==> src/design/sorted_list_engine_macros.svh <==
// Assertion macros used by the sorted list engine datapath.
`ifndef SORTED_LIST_ENGINE_MACROS_SVH
`define SORTED_LIST_ENGINE_MACROS_SVH

// Condition must hold on every clock edge outside reset.
`define SLE_ASSERT_ALWAYS(label, clk, rst, expr, msg) \
   label: assert property (@(posedge clk) disable iff (rst) (expr)) else $error(msg);

// Antecedent in one cycle implies consequent in the next.
`define SLE_ASSERT_NEXT(label, clk, rst, ante, cons, msg) \
   label: assert property (@(posedge clk) disable iff (rst) (ante) |=> (cons)) else $error(msg);

`endif

==> src/design/sle_pkg.sv <==
// Shared types and codes for the sorted list engine.
package sle_pkg;

   typedef enum logic [1:0] {
      FUNC_INSERT  = 2'd0,
      FUNC_DEL_POS = 2'd1,
      FUNC_SEARCH  = 2'd2,
      FUNC_DEL_KEY = 2'd3
   } func_type;

   typedef enum logic [2:0] {
      ST_OK    = 3'd0,
      ST_EMPTY = 3'd1,
      ST_RANGE = 3'd2,
      ST_NOKEY = 3'd3,
      ST_FULL  = 3'd4
   } status_type;

   localparam int VALUE_BITS = 32;
   localparam int POS_BITS   = 6;
   localparam int TOTAL_BITS = 7;

   typedef struct packed {
      logic [1:0]                   func;
      logic signed [VALUE_BITS-1:0] value;
      logic [POS_BITS-1:0]          position;
   } req_type;

   typedef struct packed {
      logic [2:0]                   status;
      logic                         found;
      logic signed [VALUE_BITS-1:0] removed_value;
      logic [TOTAL_BITS-1:0]        entry_total;
   } rsp_type;

   typedef struct packed {
      logic load;
      logic compare;
      logic update;
   } cmd_type;

endpackage

==> src/design/sle_ctrl.sv <==
// Sequencer: accept, compare, update, with a registered response valid.
module sle_ctrl (
   input  logic             clock,
   input  logic             reset,
   input  logic             req_valid,
   output logic             req_ready,
   output logic             rsp_valid,
   input  logic             rsp_ready,
   output sle_pkg::cmd_type cmd
);
   import sle_pkg::*;

   typedef enum logic [1:0] {
      S_IDLE,
      S_COMPARE,
      S_UPDATE
   } state_type;

   state_type state_ff, state_in;
   logic      rsp_valid_ff, rsp_valid_in;
   logic      out_free;

   assign out_free = !rsp_valid_ff || rsp_ready;

   always_comb begin
      state_in    = state_ff;
      cmd         = '0;
      req_ready   = 1'b0;
      rsp_valid_in = rsp_valid_ff && !rsp_ready;
      case (state_ff)
         S_IDLE: begin
            req_ready = 1'b1;
            if (req_valid) begin
               cmd.load = 1'b1;
               state_in = S_COMPARE;
            end
         end
         S_COMPARE: begin
            cmd.compare = 1'b1;
            state_in    = S_UPDATE;
         end
         S_UPDATE: begin
            if (out_free) begin
               cmd.update   = 1'b1;
               rsp_valid_in = 1'b1;
               req_ready    = 1'b1;
               if (req_valid) begin
                  cmd.load = 1'b1;
                  state_in = S_COMPARE;
               end else begin
                  state_in = S_IDLE;
               end
            end
         end
         default: begin
            state_in = S_IDLE;
         end
      endcase
   end

   always_ff @(posedge clock) begin
      if (reset) begin
         state_ff     <= S_IDLE;
         rsp_valid_ff <= 1'b0;
      end else begin
         state_ff     <= state_in;
         rsp_valid_ff <= rsp_valid_in;
      end
   end

   assign rsp_valid = rsp_valid_ff;

endmodule

==> config.mk <==
export PLATFORM = sky130hd
export DESIGN_NAME = sle_ctrl
export DESIGN_NICKNAME = d
export VERILOG_FILES = /design/src/design/sorted_list_engine_macros.svh /design/src/design/sle_pkg.sv /design/src/design/sle_ctrl.sv
export SDC_FILE = /design/constraint.sdc
export NUM_CORES = 1
export LEC_CHECK = 0
export BUFFER_PORTS_ARGS = -buffer_cell sky130_fd_sc_hd__buf_2
export CAP_MARGIN = 20
export CELL_PAD_IN_SITES_DETAIL_PLACEMENT = 2
export CELL_PAD_IN_SITES_GLOBAL_PLACEMENT = 2
export CORE_AREA = 2 2 39 41
export DETAILED_ROUTE_END_ITERATION = 7
export DIE_AREA = 0 0 41 43
export GPL_ROUTABILITY_DRIVEN = 1
export GPL_TIMING_DRIVEN = 1
export PLACE_DENSITY_LB_ADDON = 0.1
export SLEW_MARGIN = 10
export SYNTH_ARGS = -nofsm -noshare
export SYNTH_HDL_FRONTEND = slang
export SYNTH_SLANG_ARGS = --single-unit
==> constraint.sdc <==
create_clock -name clock -period 1.1 [get_ports clock]
set_input_delay 0 -clock clock [delete_from_list [all_inputs] [get_ports clock]]
set_output_delay 0 -clock clock [all_outputs]
set_load 0.05 [all_outputs]
==> run summary <==
Layout cells sized above 1: 69.0%
Seq pwr share: 30.6%
Area Growth Syn to Fin: 94.4%
Via count: 168
Peak supply drop: 0.000417 V
Setup WS pre-CTS: 0.0494 ns
DRT Wirelength: 454 um
RSZ-0062 raised after global routing: true
Post-Place Cell Area: 230 um^2
DRC Markers: 0
Gpl congestion: 0.662
Number of distinct library cells after synthesis: 12
Sw power: 107 uW
Fin nets: 34
Class of the most critical setup path: register to output port
Final worst-path cycle share: 106%
Logic pwr share: 21.5%
Failing checks: setup timing
Power per Cell Area: 1290 nW/um^2
Endpoints failing hold: 0
Util after Layout: 22.0%
Crit-path cells: and3b_2, nor3b_4, buf_6
CP delay by family, top: simple AND/OR/NAND/NOR gates
Die height: 43 um
Syn Inst Count: 15
Arr. time, crit path: 1.16 ns
Critical Path Max Stage Delay: 0.33 ns
# fillers: 170
I/O pin cnt: 9
Sink Count: 3
Die area: 1760 um^2
Pint: 285 uW
Leak pwr: 0.000146 uW
Worst-path maximum fanout: 3
#FFs+latches synth: 3
Tot GR Track Use: 6.82%
Warnings from Yosys: 0
Diodes inserted: 0
Vias in the first global route: 156
CP Launch Type: register
Rel. slew slack: 83.6%
Number of buffers created by CTS: 3
Max clock buf depth: 2
Setup Skew: 0.000121 ns
H-tree depth: 1
Fin crit period: 1.16 ns
Switch share: 27.2%
First-pass GRT wire length: 683 um
Max-cap violations: 0
Clock-pin slew on the worst setup and hold paths: 0.03 ns
Clock Power Share: 47.8%
Status: finished, violations left
Post-synthesis sequential area ratio: 38.4%
Setup violations, final: 1
Bufs and invs on worst path: 1
FP Rows: 14
Post-route insts no fill: 45
GR Overflow Total: 0
DIE WIDTH: 41 um
Core Box Area: 1380 um^2
IO buf count: 8
Crit-path slowest cell: dfxtp_4
Final hold slack: 0.0589 ns
Post-Place Cells: 38
CTS tree: done
Starting density of the core: 11.3%
Iteration-0 DRC Markers: 0
First-pass DRT Iterations: 1
Final Instance Area: 304 um^2
Crit path capture type: output port
DR WL/cell: 10.1 um
Min-Delay Path Class: input port to register
Mapped Avg Cell Area: 10.4 um^2
Clk_lat worst skew: 0.23 ns
Syn_nets: 19
Vias per cell: 3.73
Post-Syn Area: 156 um^2
Clock root buffer: clkbuf_4
Setup WS post-layout: -0.0630 ns
Fmax: 0.860 GHz
Initial antenna violation count: 0
Worst-margin pin slew: 0.248 ns
Largest net degree at the start of global routing: 7
WP data required: 1.10 ns
Post-route ant nets: 0
Slew Limit Fails: 0
cell type report:
type / instances / area [um^2] / share of cell area [%]
Sequential cell: 3 / 65.1 / 21.4
Multi-Input combinational cell: 11 / 106 / 35.0
Timing Repair Buffer: 11 / 86.3 / 28.4
Clock buffer: 4 / 26.3 / 8.64
Tap cell: 16 / 20.0 / 6.58
layout by cell type (no fill, tap or decap), drive strengths merged:
master       Yosys  routed
nand2b           2       2
buf              1      10
nor2             1       1
nor4b            1       1
clkbuf           0       4
a21oi            1       1
nor3b            1       1
and3b            1       1
dlygate4sd3      0       1
and2b            1       1
dfxtp            3       3
nor2b            1       1
o21ba            1       1
and4bb           1       1
sequential cells by signal, indices dropped and copies added (netlist names):
register	flops
rsp_valid	1
state_ff	2
metal layers:
| layer | vias up | part of all wire (%) | global-route usage [%] |
|---|---|---|---|
| li1 | 80 | - | - |
| met1 | 82 | 38 | 6.41 |
| met2 | 6 | 53 | 7.50 |
| met3 | 0 | 8.8 | 7.85 |
| met4 | 0 | 0 | 6.00 |
| met5 | - | 0 | 0 |
power by group through the flow:
stage | Clock, uW | Sequential [uW] | Combinational, uW
detailed placement | 0 | 122 | 70.3
global route | 210 | 121 | 89.3
CTS | 197 | 121 | 81.5
floorplan | 0 | 124 | 51.6
finish | 188 | 120 | 84.5
global placement | 0 | 121 | 70.1
stage by stage:
stage	total power [uW]	TNS, ns
2_1_floorplan	176	-0.0603
3_3_place_gp	192	0
3_5_place_dp	192	0
4_1_cts	399	-0.0932
5_1_grt	420	-0.213
6_report	392	-0.0630
cell usage after synthesis:
library cell,number,share of area (%)
dfxtp_1,3,38
and4bb_1,1,8.0
nor3b_1,1,4.8
and3b_1,1,5.6
and2b_1,1,4.8
nand2b_1,2,8.0
nor4b_2,1,9.6
a21oi_1,1,3.2
nor2b_1,1,4.0
o21ba_1,1,6.4
nor2_1,1,2.4
buf_4,1,4.8
worst paths after layout:
kind	endpoint	cells after the start	slack [ns]	startpoint
setup reg to reg	state_ff[0]$_SDFFE_PP0P_	3	0.09	rsp_valid$_SDFF_PP0_
hold / removal	state_ff[0]$_SDFFE_PP0P_	2	0.06	req_valid
setup / recovery	cmd[2]	3	-0.06	rsp_valid$_SDFF_PP0_
hold reg to reg	state_ff[0]$_SDFFE_PP0P_	1	0.51	state_ff[0]$_SDFFE_PP0P_
cells by family (layout without fill, tap and decap cells):
group | after synthesis | in the layout | synth area share (%)
buf+inv | 1 | 15 | 4.80
simple gates | 9 | 9 | 47.2
compound gates | 2 | 2 | 9.60
flops | 3 | 3 | 38.4
worst register-to-register path: stages, from the launching register on:
cell	delay (ns)
dfxtp_4	0.33
and3b_2	0.24
buf_4	0.14
nor4b_2	0.20
timing repair:
| action | CTS | global route |
|---|---|---|
| hold buffers | 1 | 0 |
| setup buffers | 1 | 1 |
| hold endpoints to repair | 2 | 0 |
| gates resized for setup | 6 | 3 |
| pin swaps | 1 | 1 |
| setup endpoints to repair | 4 | 4 |
No activity file was read; power rests on OpenSTA's default activity.
